<file path="config.mk">
export PLATFORM = sky130hd
export DESIGN_NAME = lge_grid_mem
export DESIGN_NICKNAME = d
export VERILOG_FILES = /design/src/lge_pkg.sv /design/src/lge_grid_mem.sv
export SDC_FILE = /design/constraint.sdc
export NUM_CORES = 2
export LEC_CHECK = 0
export BUFFER_PORTS_ARGS = -buffer_cell sky130_fd_sc_hd__buf_2
export CORE_ASPECT_RATIO = 1.2
export CORE_MARGIN = 5
export CORE_UTILIZATION = 40
export DETAILED_ROUTE_END_ITERATION = 10
export GPL_ROUTABILITY_DRIVEN = 0
export PLACE_DENSITY = 0.56
export SETUP_SLACK_MARGIN = 0.2
export SKIP_CTS_REPAIR_TIMING = 1
export SYNTH_ARGS = -nofsm -noshare
export SYNTH_HDL_FRONTEND = slang
export SYNTH_SLANG_ARGS = --single-unit
export TNS_END_PERCENT = 20
</file>
<file path="constraint.sdc">
create_clock -name clk -period 4 [get_ports clk]
set_clock_uncertainty 0.2 [all_clocks]
set_input_delay 0.6 -clock clk [delete_from_list [all_inputs] [get_ports clk]]
set_output_delay 0.6 -clock clk [all_outputs]
set_load 0.05 [all_outputs]
</file>
<file path="src/lge_pkg.sv">
package lge_pkg;

  localparam int DEF_GRID_WIDTH  = 32;
  localparam int DEF_GRID_HEIGHT = 32;

  // B3/S23 neighbor counts.
  localparam int BIRTH_N   = 3;
  localparam int SURVIVE_N = 2;

  localparam logic [10:0] POP_MAX = 11'd2047;
  localparam logic [31:0] GEN_MAX = 32'hFFFF_FFFF;

  typedef enum logic [1:0] {
    REQ_STEP   = 2'd0,
    REQ_TOGGLE = 2'd1,
    REQ_CLEAR  = 2'd2,
    REQ_READ   = 2'd3
  } req_e;

  typedef struct packed {
    req_e       req_type;
    logic [4:0] cell_x;
    logic [4:0] cell_y;
  } req_t;

  typedef struct packed {
    logic        cell_alive;
    logic [10:0] population;
    logic [31:0] generation_count;
    logic        stable;
  } rsp_t;

  typedef enum logic [2:0] {
    ST_IDLE,
    ST_FETCH,
    ST_SHIFT,
    ST_SWEEP,
    ST_COMMIT,
    ST_CRD,
    ST_CEXE,
    ST_RESP
  } lge_state_e;

  // Control from the sequencer to the grid memory.
  typedef struct packed {
    logic rd_en;
    logic wr_en;
    logic wr_alt;   // write into the bank that is not the live grid
    logic mark;     // mark the written row of the live grid valid
    logic clr_all;  // forget every row of the live grid
    logic commit;   // make the other bank the live grid, all rows valid
  } mem_ctrl_t;

endpackage

</file>
<file path="src/lge_grid_mem.sv">
module lge_grid_mem #(
  parameter int GRID_WIDTH  = lge_pkg::DEF_GRID_WIDTH,
  parameter int GRID_HEIGHT = lge_pkg::DEF_GRID_HEIGHT
) (
  input  logic                           clk,
  input  logic                           rst_n,
  input  lge_pkg::mem_ctrl_t             ctrl,
  input  logic [$clog2(GRID_HEIGHT)-1:0] rd_row,
  input  logic [$clog2(GRID_HEIGHT)-1:0] wr_row,
  input  logic [GRID_WIDTH-1:0]          wr_data,
  output logic [GRID_WIDTH-1:0]          rd_data
);
  import lge_pkg::*;

  // Two banks of rows: the live grid and the one the next generation is built in.
  logic [GRID_WIDTH-1:0]  bank_mem [2][GRID_HEIGHT];
  logic [GRID_HEIGHT-1:0] valid_r;
  logic                   bank_r;
  logic [GRID_WIDTH-1:0]  rd_q_r;
  logic                   rd_valid_r;
  logic                   wr_bank;

  assign wr_bank = ctrl.wr_alt ? ~bank_r : bank_r;

  always_ff @(posedge clk) begin
    if (ctrl.wr_en) begin
      bank_mem[wr_bank][wr_row] <= wr_data;
    end
    if (ctrl.rd_en) begin
      rd_q_r     <= bank_mem[bank_r][rd_row];
      rd_valid_r <= valid_r[rd_row];
    end
  end

  always_ff @(posedge clk) begin
    if (!rst_n) begin
      valid_r <= '0;
      bank_r  <= 1'b0;
    end else begin
      priority if (ctrl.clr_all) begin
        valid_r <= '0;
      end else if (ctrl.commit) begin
        valid_r <= '1;
        bank_r  <= ~bank_r;
      end else if (ctrl.wr_en && ctrl.mark) begin
        valid_r[wr_row] <= 1'b1;
      end
    end
  end

  // A row never written since the last clear reads as all dead.
  assign rd_data = rd_valid_r ? rd_q_r : '0;

endmodule

</file>
**Word-level counts from Yosys, hierarchy flattened**

Memories as Yosys holds them, arrays and structs flattened. A register that Yosys moved wholly into a read port is not among the register bits.
Index checks and enable logic that the tools add are counted.

- Register bits after elaboration: 66
- Latch bits: 0
- Bits in writable memories: 2048
- Bits in read-only memories: 0
- Input port bits: 50
- Output and inout port bits: 32
- Word-level logic and storage cells: 40
- Memories kept: 1

Memories:

| memory | words | bits a word | read ports | clocked after Yosys merged registers in | wr ports | RTL line | RTL |
|---|---|---|---|---|---|---|---|
| bank_mem | 2 | 1024 | 1 | 1 | 1 | lge_grid_mem.sv:16 | `logic [GRID_WIDTH-1:0] bank_mem [2][GRID_HEIGHT];` |

- Add/subtract/negate cells: 0
- Multiply operators: 0
- Divide/modulo/power cells: 0
- $lt $le $gt $ge: 6
- Eq/ne operators: 0
- Shifts and indexed selects: 0
- Multiplexer cells: 17
- Bitwise gates (word level): 6
- Reductions and logical operators: 6

Operators by type and width:

| operator | count |
|---|---|
| $mux 1024 | 1 |
| $mux 32 | 6 |
| $bmux 32 s5 | 1 |
| $demux 32 s5 | 1 |
| $or 32x32->32 | 1 |
| $ge 6x6->1 const B | 2 |
| $lt 5x6->1 const B | 2 |
| $not 5->6 | 2 |
| $lt 6x1->1 const B | 1 |
| $mux 1 | 6 |
| $bmux 1 s5 | 1 |
| $demux 1 s5 | 1 |
| $ge 5x1->1 const B | 1 |
| $logic_and 1x1->1 | 3 |
| $not 1->1 | 3 |
| $reduce_and 2->1 | 1 |
| $reduce_bool 2->1 | 1 |
| $reduce_or 2->1 | 1 |

**Longest topological paths before layout**

- Depth in word-level cells: 7
- Depth in mapped cells: 11
- Mapped depth without buffers: 5

**Least setup slack after synthesis**

No wires, ideal clock.

- Kind: input port to flip-flop
- Start point: input wr_row[3]
- End point: memory bank_mem[0][768] (netlist name) (enable)
- Setup time: 0.421 ns
- Arrival: 2.787 ns
- Required time: 3.379 ns
- Path slack: 0.592 ns
- Cell stages on the path: 4
- Buffers on the path: 2
- Cells stage by stage: clkbuf_1 > or3b_2 > clkbuf_1 > nor2_1

- Longest elaborated chain between the ends: 6
- Elaborated cells on any way between the ends: 7
- Those cells by class: order compare: 2; mux: 3; bitwise: 1; reduce/logical: 1

Ends and longest elaborated chain:

| what | RTL line | RTL |
|---|---|---|
| from (decl) | lge_grid_mem.sv:9 | `input logic [$clog2(GRID_HEIGHT)-1:0] wr_row,` |
| $not 5->6 (not written as such) (*) | lge_grid_mem.sv:27 | `bank_mem[wr_bank][wr_row] <= wr_data;` |
| $ge 6x6->1 (not written as such) or $lt 6x1->1 (tied branches) | lge_grid_mem.sv:27 |  |
| $logic_and 1x1->1 (not written as such) | lge_grid_mem.sv:27 |  |
| $mux 32 (not written as such) | lge_grid_mem.sv:27 |  |
| $demux 32 s5 (*) | lge_grid_mem.sv:27 |  |
| $mux 1024 (not written as such) (*) | lge_grid_mem.sv:27 |  |
| to (decl) | lge_grid_mem.sv:16 |  |

Every way passes the cells marked *; elsewhere a longest branch is shown, timed or not.

**Worst setup path in the final report**

- Start point: register rd_valid_r
- End point: output rd_data[4]

- Longest elaborated chain between the ends: 1

Ends and longest elaborated chain:

| what | RTL line | RTL |
|---|---|---|
| from (decl) | lge_grid_mem.sv:20 | `logic rd_valid_r;` |
| from (signal assigned) | lge_grid_mem.sv:31 | `rd_valid_r <= valid_r[rd_row];` |
| $mux 32 | lge_grid_mem.sv:52 | `assign rd_data = rd_valid_r ? rd_q_r : '0;` |
| to (decl) | lge_grid_mem.sv:11 | `output logic [GRID_WIDTH-1:0] rd_data` |

No other way between the ends.

==> impl_results.md <==
- Ranking of synthesized cells by area: edfxtp_1 78%, mux4_2 15%, o22ai_1 0.99%
- Mean post-synth cell area: 22.8 um^2
- Worst Max-Slew Pin Slew: 1280 ps
- CP Class: reg2out
- Initial antenna violation count: 18
- Area grow syn2layout: 14.9%
- Clock share of power: 40.3%
- Internal power: 36.0 mW
- DRC violation count after routing: 0
- Worst hold endpoint: valid_r[16]
- Pre-CTS worst setup slack: 464 ps
- Setup-failing EPs final: 0
- Root Buffer: clkbuf_16
- Reg2Reg Depth: 5
- Most common cell in the netlist: edfxtp_1
- Antenna Nets Post-Route: 0
- Vias: 38900
- # IOs: 82
- R2R setup slack: 700 ps
- Largest net degree at the start of global routing: 71
- Max stage delay on crit path: 550 ps
- Critical Path, Cell by Cell: buf_4 -> and2_1 -> buf_2
- Syn nets: 3578
- Most frequent cells after synthesis: 2081 x edfxtp_1, 527 x mux4_2, 135 x nor2_1
- Setup Total Neg Slack: 0 ps
- Startpoint types: flip-flop
- Post-DP HPWL: 123000 um
- Final hold viol count: 0
- Netlist Area Pre-Place: 0.0806 mm^2
- Synth top area share: 77.5%
- Synth area leader: edfxtp_1
- Top_reg_cell synth: edfxtp_1
- CTS tree: done
- Clock buffer depth: 3
- # Max-Cap Violations: 0
- Setup WS post-layout: 670 ps
- Fmax achieved: 300 MHz
- Power Dens Cells: 495 mW/mm^2
- Port Buffer Count: 81
- Switching share of power: 21.5%
- Die height: 502 um
- Gr usage total: 21.0%
- Number of synthesized flops with an enable pin: 2081
- VDD IR max: 0.488 mV
- Avg Vias per Cell: 5.84
- Run status: finished clean
- Synth Warn #: 0
- Core area: 0.200 mm^2
- Psw: 9.85 mW
- Area of placed instances: 0.0862 mm^2
- Sequential fraction of the synthesis area: 78.4%
- Synth Register Bits: 2115
- H-tree depth: 4
- Detailed Route WL: 220000 um
- Full die area: 0.211 mm^2
- Cells after synthesis: 3528
- Slowest stage cell on the critical path: buf_4
- Final #Nets: 3906
- Fraction of layout instances using a drive strength above 1: 30.7%
- Tightest Hold Check Type: in2reg
- Worst-Skew Late Latency: 830 ps
- Pleak: 28.4 nW
- Final period util: 83.3%
- Number of global-route vias before repair: 39800
- CP required: 3200 ps
- Unrepaired setup endpoints after global routing: false
- Final instance area: 0.0926 mm^2
- TritonCTS Sinks: 2115
- CP max FO: 32
- Power Total: 45.8 mW
- Starting Density: 40.2%
- R2R Path End: rd_q_r[15]
- First-pass GRT wire length: 310000 um
- Gate power share: 6.0%
- Post-DR wirelength/cell: 33.0 um
- Critical path arrival: 2530 ps
- Final min period: 3330 ps
- Die Wd: 420 um
- Yosys cell types: 52
- WHS: 71.6 ps
- Fill count: 16600
- TritonCTS Buffers: 199
- Hold Path Depth: 4
- Grt total ovfl: 0
- Pre-antenna DRT Iters: 5
- Hold path start: wr_row[2]
- Clk pin slew, worst setup/hold paths: 60 ps
- Relative slew margins: 14.5%
- Power share of the sequential group: 53.7%
- DR iter-0 viols: 3956
- CP Capture Type: primary output
- Slew Limit Fails: 0
- Core Rows: 180
- FFs w/ async S/R, synth: 0%
[critical path, delay by kind of cell, from the launching register on]
| family | cells | cell delay [ps] |
|---|---|---|
| buf+inv | 2 | 890 |
| simple gates | 1 | 460 |
| flops | 1 | 330 |
[registers in the layout (all words and copies together), names as in the netlist, named ones only]
signal	count
bank_mem	2048
rd_q_r	32
valid_r	32
bank_r	1
rd_valid_r	1
[through the flow]
step | std cells | util, %
after floorplan | 3528 | -
after global placement | 6291 | 43.0
after detailed placement | 6291 | 43.0
after CTS | 6653 | 46.2
after global routing | 6667 | 46.2
final | 6669 | 46.2
[area by class of cell]
class	count	area [um^2]	share of cell area, %
Inverter	4	15.0	0.0162
Tap cell	2639	3300	3.57
Antenna cell	13	32.5	0.0351
Timing Repair Buffer	326	3130	3.38
Multi-Input combinational cell	1210	16600	18.0
Sequential cell	2115	63200	68.2
Clock inverter	114	1000	1.08
Clock buffer	248	5290	5.71
[layout by cell type, fill, tap and decap left out, drive strengths merged, types with 11 or more instances in the layout]
| master | Yosys | layout |
|---|---|---|
| and2 | 40 | 40 |
| nor3 | 24 | 24 |
| nor4 | 35 | 35 |
| o22ai | 128 | 128 |
| mux2i | 47 | 47 |
| diode | 0 | 13 |
| mux4 | 527 | 527 |
| nor2 | 135 | 135 |
| o21ai | 25 | 25 |
| mux2 | 29 | 29 |
| dfxtp | 34 | 34 |
| clkinv | 0 | 91 |
| buf | 142 | 323 |
| edfxtp | 2081 | 2081 |
| bufinv | 0 | 16 |
| a2bb2oi | 11 | 11 |
| clkbuf | 57 | 248 |
| a21oi | 24 | 24 |
| a211oi | 24 | 24 |
| nand2 | 42 | 42 |
| o221ai | 24 | 24 |
| nand2b | 11 | 11 |
[worst max-delay path by stage]
| stage | start | endpoint | slack, ps | cells past startpoint |
|---|---|---|---|---|
| after detailed placement | rd_row[0] | rd_q_r[23] | 460 | 6 |
| after global placement | rd_row[0] | rd_q_r[23] | 480 | 6 |
| after CTS | rd_valid_r | rd_data[4] | 600 | 3 |
| final | rd_valid_r | rd_data[4] | 670 | 3 |
| after global routing | flip-flop | rd_q_r[9] | 570 | 7 |
| after floorplan | wr_row[3] | bank_mem[0][768] | 590 | 4 |
[power by group through the flow]
stage	clock network, mW	logic (mW)	registers, mW
6_report	18.5	2.75	24.6
5_1_grt	19.7	2.91	24.6
4_1_cts	18.8	2.79	24.6
3_5_place_dp	0	2.78	25.1
3_3_place_gp	0	2.76	25.1
2_1_floorplan	0	1.58	25.0
[logic make-up after synthesis]
kind of cell	share of synthesized area, %
muxes	15.7
buffers and inverters	1.60
DFF	78.4
AOI/OAI and AO/OA	2.31
and+or+nand+nor	1.98
xor gates and xnor gates	0.0326
[metal layers]
| metal | up-vias | global-route usage, % | routed length, um |
|---|---|---|---|
| met5 | - | 0 | 40 |
| met4 | 6 | 6.28 | 6600 |
| met3 | 304 | 2.89 | 12100 |
| met2 | 1319 | 36.9 | 115000 |
| met1 | 21600 | 27.3 | 86500 |
| li1 | 15700 | - | - |
Note: power is estimated with default switching activity, not from simulation.
