<file path="src/lge_pkg.sv">
package lge_pkg;

  localparam int DEF_GRID_WIDTH  = 32;
  localparam int DEF_GRID_HEIGHT = 32;

  // B3/S23 neighbor counts.
  localparam int BIRTH_N   = 3;
  localparam int SURVIVE_N = 2;

  localparam logic [10:0] POP_MAX = 11'd2047;
  localparam logic [31:0] GEN_MAX = 32'hFFFF_FFFF;

  typedef enum logic [1:0] {
    REQ_STEP   = 2'd0,
    REQ_TOGGLE = 2'd1,
    REQ_CLEAR  = 2'd2,
    REQ_READ   = 2'd3
  } req_e;

  typedef struct packed {
    req_e       req_type;
    logic [4:0] cell_x;
    logic [4:0] cell_y;
  } req_t;

  typedef struct packed {
    logic        cell_alive;
    logic [10:0] population;
    logic [31:0] generation_count;
    logic        stable;
  } rsp_t;

  typedef enum logic [2:0] {
    ST_IDLE,
    ST_FETCH,
    ST_SHIFT,
    ST_SWEEP,
    ST_COMMIT,
    ST_CRD,
    ST_CEXE,
    ST_RESP
  } lge_state_e;

  // Control from the sequencer to the grid memory.
  typedef struct packed {
    logic rd_en;
    logic wr_en;
    logic wr_alt;   // write into the bank that is not the live grid
    logic mark;     // mark the written row of the live grid valid
    logic clr_all;  // forget every row of the live grid
    logic commit;   // make the other bank the live grid, all rows valid
  } mem_ctrl_t;

endpackage

</file>
<file path="src/lge_rule.sv">
module lge_rule (
  input  logic [7:0] nbr,
  input  logic       center,
  output logic       next_alive
);
  import lge_pkg::*;

  logic [3:0] cnt;

  always_comb begin
    cnt = '0;
    for (int i = 0; i < 8; i++) begin
      cnt = cnt + 4'(nbr[i]);
    end
  end

  // A dead cell with two neighbors stays dead.
  assign next_alive = (cnt == 4'(BIRTH_N)) || (center && (cnt == 4'(SURVIVE_N)));

endmodule

</file>
<file path="config.mk">
export PLATFORM = sky130hd
export DESIGN_NAME = lge_rule
export DESIGN_NICKNAME = d
export VERILOG_FILES = /design/src/lge_pkg.sv /design/src/lge_rule.sv
export SDC_FILE = /design/constraint.sdc
export NUM_CORES = 1
export LEC_CHECK = 0
export BUFFER_PORTS_ARGS = -buffer_cell sky130_fd_sc_hd__clkbuf_2
export CORE_AREA = 2 2 39 41
export DETAILED_ROUTE_END_ITERATION = 12
export DIE_AREA = 0 0 41 43
export PLACE_DENSITY_LB_ADDON = 0.25
export SETUP_SLACK_MARGIN = 0.5
export SLEW_MARGIN = 20
export SYNTH_ARGS = -nofsm -noshare
export SYNTH_HDL_FRONTEND = slang
export SYNTH_SLANG_ARGS = --single-unit
</file>
<file path="constraint.sdc">
create_clock -name vclk -period 6.12
set_input_delay 1.224 -clock vclk [all_inputs]
set_output_delay 1.224 -clock vclk [all_outputs]
set_load 0.005 [all_outputs]
</file>
; ---- After elaboration in Yosys (flattened, before gate mapping)
; Index checks and enable logic that the tools add are counted.
[op_classes]
addsub = 7
eq_ne = 2
reduce_logical = 2
[op_table]
columns = cell, n
row1 = 4-bit by 1-bit adder with 4-bit output, 4
row2 = 4-bit by 2-bit equality test with 1-bit output (second input constant), 2
row3 = 3-bit by 1-bit adder with 4-bit output, 1
row4 = 2-bit by 1-bit adder with 3-bit output, 1
row5 = 1-bit by 1-bit adder with 2-bit output, 1
row6 = 1-bit logical AND, 1
row7 = 1-bit logical OR, 1
[word_totals]
register_bits = 0
in_bits = 9
elab_cells = 11

; ---- Depth between registers and ports, before layout
; Gate-level depths: netlist of the first run.
[depth]
ltp_word = 10
depth_mapped = 9
ltp_nobuf = 9

; ---- Worst setup path after synthesis of the first run
; Ideal clock, no wire load.
[synth_timing]
path_kind = input to output
startpoint = in nbr[0]
endpoint = out next_alive
arrival_ps = 3689
required_ps = 4896
setup_slack_ps = 1207
stages = 9
cell_sequence = inv_1 > fa_1 > fa_1 > fa_1 > inv_1 > ha_1 > fa_1 > or2_0 > a21oi_1
[synth_via]
elab_chain_len = 10
word_cells_on_any_way = 11
cone_classes = add/sub (7) / eq/ne (2) / reduce/logical (2)
[synth_rtl]
columns = item, line_no
row1 = from (decl), lge_rule.sv:2  ; input logic [7:0] nbr,
row2 = 1-bit by 1-bit adder with 2-bit output (*), lge_rule.sv:13  ; cnt = cnt + 4'(nbr[i]);
row3 = 2-bit by 1-bit adder with 3-bit output (*), lge_rule.sv:13
row4 = 3-bit by 1-bit adder with 4-bit output (*), lge_rule.sv:13
row5 = 4-bit by 1-bit adder with 4-bit output (*) (4 in a row), lge_rule.sv:13
row6 = 4-bit by 2-bit equality test with 1-bit output, lge_rule.sv:18  ; assign next_alive = (cnt == 4'(BIRTH_N)) || (center && (cnt == 4'(SURVIVE_N)));
row7 = 1-bit logical AND, lge_rule.sv:18
row8 = 1-bit logical OR (*), lge_rule.sv:18
row9 = to (decl), lge_rule.sv:4  ; output logic next_alive
; Mark *: on every way between the ends. The rest lies on a longest branch, timed or not.

; ---- Final worst setup path of the first run
; Same ends and word-level chain as after synthesis.

==> results of run 1 <==
logic make-up (layout without fill, tap and decap cells):
kind of cell	count (synthesis)	count (layout)	share of synthesized area, %
compound gates	3	3	8.106
fa+ha+maj	7	7	63.52
buf+inv	11	21	22.30
simple gates	2	2	6.081
routing by layer:
metal | GRT usage, % | wire length [um] | share of wire [%]
met3 | 0 | 24 | 8.8
met2 | 5.938 | 151 | 56
met1 | 2.236 | 96 | 35
met5 | 0 | 0 | 0
met4 | 0 | 0 | 0
power groups by stage:
| stage | logic [mW] | clock network (mW) | registers [mW] |
|---|---|---|---|
| 3_5_place_dp | 0.0320 | 0 | 0 |
| 3_3_place_gp | 0.0319 | 0 | 0 |
| 2_1_floorplan | 0.0221 | 0 | 0 |
| 4_1_cts | 0.0323 | 0 | 0 |
| 5_1_grt | 0.0375 | 0 | 0 |
| 6_report | 0.0307 | 0 | 0 |
worst max path at each step:
stage / startpoint / endpoint / slack, ns / depth (start not counted)
3_3_place_gp: nbr[0] / next_alive / 0.95 / 11
6_report: nbr[0] / next_alive / 0.98 / 11
3_5_place_dp: nbr[0] / next_alive / 0.95 / 11
5_1_grt: nbr[0] / next_alive / 0.86 / 11
4_1_cts: nbr[0] / next_alive / 0.95 / 11
2_1_floorplan: nbr[0] / next_alive / 1.21 / 9
synthesized netlist by cell type:
| cell type | count |
|---|---|
| a21oi_1 | 2 |
| fa_1 | 4 |
| ha_1 | 3 |
| inv_1 | 11 |
| nand3_1 | 1 |
| o21ai_0 | 1 |
| or2_0 | 1 |
layout make-up:
class | instances | area, um^2
multi-input cells | 12 | 143.9
well taps | 16 | 20.02
inverters | 11 | 41.29
fillers | 160 | 1129
repair buffers | 10 | 50.05
per-stage QoR:
| step | instances | power [mW] | worst slack (ns) | hold slack [ns] |
|---|---|---|---|---|
| floorplan | 23 | 0.02211 | 1.207 | 2.616 |
| global placement | 49 | 0.03186 | 0.9469 | 2.851 |
| detailed placement | 49 | 0.03198 | 0.9494 | 2.836 |
| CTS | 49 | 0.03226 | 0.9482 | 2.839 |
| global route | 49 | 0.03751 | 0.8591 | 2.890 |
| finish | 49 | 0.03075 | 0.9816 | 2.814 |
worst max-delay path, cell delays in order:
cell	delay [ns]
clkbuf_2	0.07
inv_1	0.04
fa_1	0.55
fa_1	0.42
fa_1	0.49
inv_1	0.04
ha_1	0.20
fa_1	0.40
or2_0	0.20
a21oi_1	0.14
clkbuf_2	0.12
==> flow_metrics.py, run 1 <==
metrics = {
    "status": {
        "status": "finished, final reports clean",
    },
    "synthesis": {
        "seq_area_frac_synth_pct": 0,
        "yosysWarningCount": 0,
        "ys_top_cells_by_area": "fa_1, inv_1, ha_1",
        "synth.distinct_cells": 7,
        "syn_nets": 39,
        "avgSynthCellArea_um2": 8.051,
        "synth.top_cell.area_share_pct": 43.24,
        "synth_area_leader_cell": "fa_1",
        "synthesis.area_um2": 185.2,
        "synth_cells": 23,
    },
    "global_route": {
        "grt_pass1_wl_um": 351,
        "grtUsageTotal_pct": 2.605,
        "grt_max_degree": 3,
        "antenna_found_initial": 0,
        "grt_pass1_vias": 117,
        "grt_overflow": 0,
    },
    "pwr": {
        "seqPwrFrac_pct": 0,
        "intPower_mw": 0.01530,
        "p_leak_nw": 0.1599,
        "power_density_mw_per_mm2": 120.5,
        "clockPowerShare_pct": 0,
        "irDropWorstVdd_v": 0.00001863,
        "power.switching_mw": 0.01545,
        "swShare_pct": 50.26,
        "pwr-share-comb_pct": 100.0,
    },
    "cells_and_area": {
        "nNetsFinal": 51,
        "n_clock_buffer": 0,
        "seq_cell_count": 0,
        "synthToLayoutAreaGrowth_pct": 37.84,
        "final_util_pct": 18.44,
        "final_cell_mix": "inv_1, clkbuf_2, fa_1",
        "layout-drive-gt1-share_pct": 30.30,
        "final_common_cell": "inv_1",
        "seq_area_um2": 0,
        "final_area_um2": 255.2,
        "diodes": 0,
    },
    "sta": {
        "slew_viol_final": 0,
        "fmax_mhz": 194.6,
        "finalCritPeriodShare_pct": 83.96,
        "setup_violations": 0,
        "tns_ns": 0,
        "fin_crit_ns": 5.138,
        "rsz0062_at_grt": "false",
        "maxSlewHeadroom_pct": 89.25,
        "worst_pin_slew_ns": 0.1595,
        "report.final.hold_viol_count": 0,
    },
    "die": {
        "fp.dieW_um": 41,
        "ios": 10,
        "core-area_mm2": 0.001384,
        "start_util_pct": 13.38,
        "placementRows": 14,
        "die_area_mm2": 0.001763,
        "die_h_um": 43,
    },
    "detailed_routing": {
        "drc": 0,
        "wl_per_cell_um": 5.551,
        "vias": 168,
        "drt_iter0_drc": 0,
        "drtAntennaViolNets": 0,
        "vias_per_cell": 3.429,
        "drt_wl_total_um": 272,
        "firstDrtPassIters": 1,
    },
    "worst_setup_path": {
        "cp-end-kind": "primary output",
        "worst-setup-path-type": "input pin to primary output",
        "cp.arrival_ns": 3.91,
        "cp_max_fo": 2,
        "crit_required_ns": 4.90,
        "startpoint_type": "input pin",
    },
    "worst_hold_path": {
        "hold_depth": 4,
        "hp-class": "input pin to primary output",
        "hold_end": "next_alive",
        "min_from": "center",
    },
    "job": {
        "maxCapViolCount": 0,
    },
    "cts": {
        "post-cts-setup-buffers": 0,
        "hold_buffers": 0,
        "post_cts_resized": 0,
    },
    "placed_design": {
        "io_buffers": 10,
        "dpl_cell_area_um2": 255.2,
        "dpl.hpwl_um": 279.2,
        "gp_congestion": 0.5997,
    },
}
Note: power is estimated with default switching activity, not from simulation.
==> run 2, diff against run 1 <==
clock period = 4.2 ns   (was 6.12 ns; I/O delays follow)
==> flow_metrics.py, run 2 (synthesis results as in run 1) <==
metrics = {
    "detailed_routing": {
        "drc": 0,
        "firstDrtPassIters": 1,
        "drt_iter0_drc": 0,
        "drtAntennaViolNets": 0,
        "vias": 158,
        "wl_per_cell_um": 6.245,
        "drt_wl_total_um": 306,
        "vias_per_cell": 3.224,
    },
    "placed_design": {
        "io_buffers": 10,
        "gp_congestion": 0.5600,
        "dpl_cell_area_um2": 267.8,
        "place_ws_ns": -0.2235,
        "placed_cells": 49,
        "dpl.hpwl_um": 297.7,
    },
    "worst_setup_path": {
        "cp_max_fo": 2,
        "crit_required_ns": 3.36,
        "startpoint": "nbr[0]",
        "critPathTopFamily": "adder cells",
        "cp.arrival_ns": 3.41,
        "path_cells": "buf_6 -> inv_2 -> fa_1 -> fa_1 -> fa_1 -> inv_2 -> ha_4 -> fa_2 -> o21ai_1 -> a21oi_1 -> buf_2",
        "worst_path_most_repeated_cell": "fa_1",
        "cp-end-kind": "primary output",
        "startpoint_type": "input pin",
        "slowest_stage": "fa_1",
        "cpPeakStageDelay_ns": 0.54,
        "worst-setup-path-type": "input pin to primary output",
        "worst-path-stages": 11,
        "timing.critical_path.buf_inv": 4,
    },
    "worst_hold_path": {
        "min_from": "center",
        "hp-class": "input pin to primary output",
        "hold_depth": 4,
    },
    "die": {
        "fp.dieW_um": 41,
        "die_h_um": 43,
        "placementRows": 14,
        "die_area_mm2": 0.001763,
        "ios": 10,
        "core-area_mm2": 0.001384,
        "start_util_pct": 13.38,
    },
    "sta": {
        "report.final.hold_viol_count": 0,
        "worst_pin_slew_ns": 0.1206,
        "holdWs_ns": 2.026,
        "fin_crit_ns": 4.247,
        "slew_viol_final": 0,
        "maxSlewHeadroom_pct": 91.90,
        "fin_ws_ns": -0.04735,
        "fmax_mhz": 235.4,
        "finalCritPeriodShare_pct": 101.1,
        "rsz0062_at_grt": "true",
        "setup_violations": 1,
    },
    "pwr": {
        "pwr-share-comb_pct": 100.0,
        "clockPowerShare_pct": 0,
        "power.switching_mw": 0.02698,
        "p_leak_nw": 0.1619,
        "irDropWorstVdd_v": 0.00003632,
        "intPower_mw": 0.02790,
        "seqPwrFrac_pct": 0,
        "power_density_mw_per_mm2": 187.5,
        "swShare_pct": 49.16,
    },
    "cells_and_area": {
        "final_area_um2": 292.8,
        "final_cell_mix": "inv_1, clkbuf_2, inv_2, fa_1",
        "n_clock_buffer": 0,
        "synthToLayoutAreaGrowth_pct": 58.11,
        "seq_area_um2": 0,
        "diodes": 0,
        "layout-drive-gt1-share_pct": 48.48,
        "nNetsFinal": 51,
        "seq_cell_count": 0,
        "instances_no_fill": 49,
    },
    "global_route": {
        "grt_pass1_wl_um": 552,
        "grt_overflow": 0,
        "antenna_found_initial": 0,
        "grt_pass1_vias": 152,
        "grt_max_degree": 3,
        "grtUsageTotal_pct": 4.121,
    },
    "status": {
        "status": "finished with violations",
        "failed_checks": "setup timing",
    },
    "cts": {
        "hold_buffers": 0,
        "post-cts-setup-buffers": 0,
    },
    "job": {
        "maxCapViolCount": 0,
    },
}
==> run 2: power by group through the flow <==
| stage | clock network (mW) | logic (mW) | registers, mW |
|---|---|---|---|
| 6_report | 0 | 0.0549 | 0 |
| 4_1_cts | 0 | 0.0514 | 0 |
| 3_5_place_dp | 0 | 0.0511 | 0 |
| 2_1_floorplan | 0 | 0.0358 | 0 |
| 3_3_place_gp | 0 | 0.0508 | 0 |
| 5_1_grt | 0 | 0.0635 | 0 |
==> run 2: metrics by stage <==
stage / power (mW) / utilization, % / setup TNS, ns
final: 0.05488 / 21.16 / -0.04735
after detailed placement: 0.05113 / 19.35 / -0.2235
after floorplan: 0.03580 / - / 0
after global routing: 0.06354 / 21.16 / -0.1343
after global placement: 0.05083 / 19.35 / -0.2308
after CTS: 0.05140 / 19.98 / -0.1054
==> run 2: layout make-up <==
| class | count | area (um^2) |
|---|---|---|
| Fill cell | 151 | 1091 |
| Timing Repair Buffer | 10 | 65.06 |
| Inverter | 11 | 48.80 |
| Tap cell | 16 | 20.02 |
| Multi-Input combinational cell | 12 | 158.9 |
==> run 2: worst min-delay path: cells and delay by family <==
family	cells	cell delay, ns
buffers and inverters	2	0.19
AO/OA/AOI/OAI	2	0.15
==> run 2: final timing paths <==
| kind | endpoint | slack, ns |
|---|---|---|
| min | next_alive | 2.03 |
| max | next_alive | -0.05 |
==> run 2: timing repair <==
item | CTS | global route
resized for setup | 2 | 5
setup endpoints to repair | 1 | 1
pin swaps | 4 | 0
==> run 2: routing by layer <==
| metal | track usage [%] | wire, um | vias to the layer above |
|---|---|---|---|
| li1 | - | - | 85 |
| met4 | 0 | 0 | 0 |
| met2 | 6.875 | 119 | 9 |
| met5 | 0 | 0 | - |
| met3 | 0 | 34 | 0 |
| met1 | 6.129 | 152 | 64 |
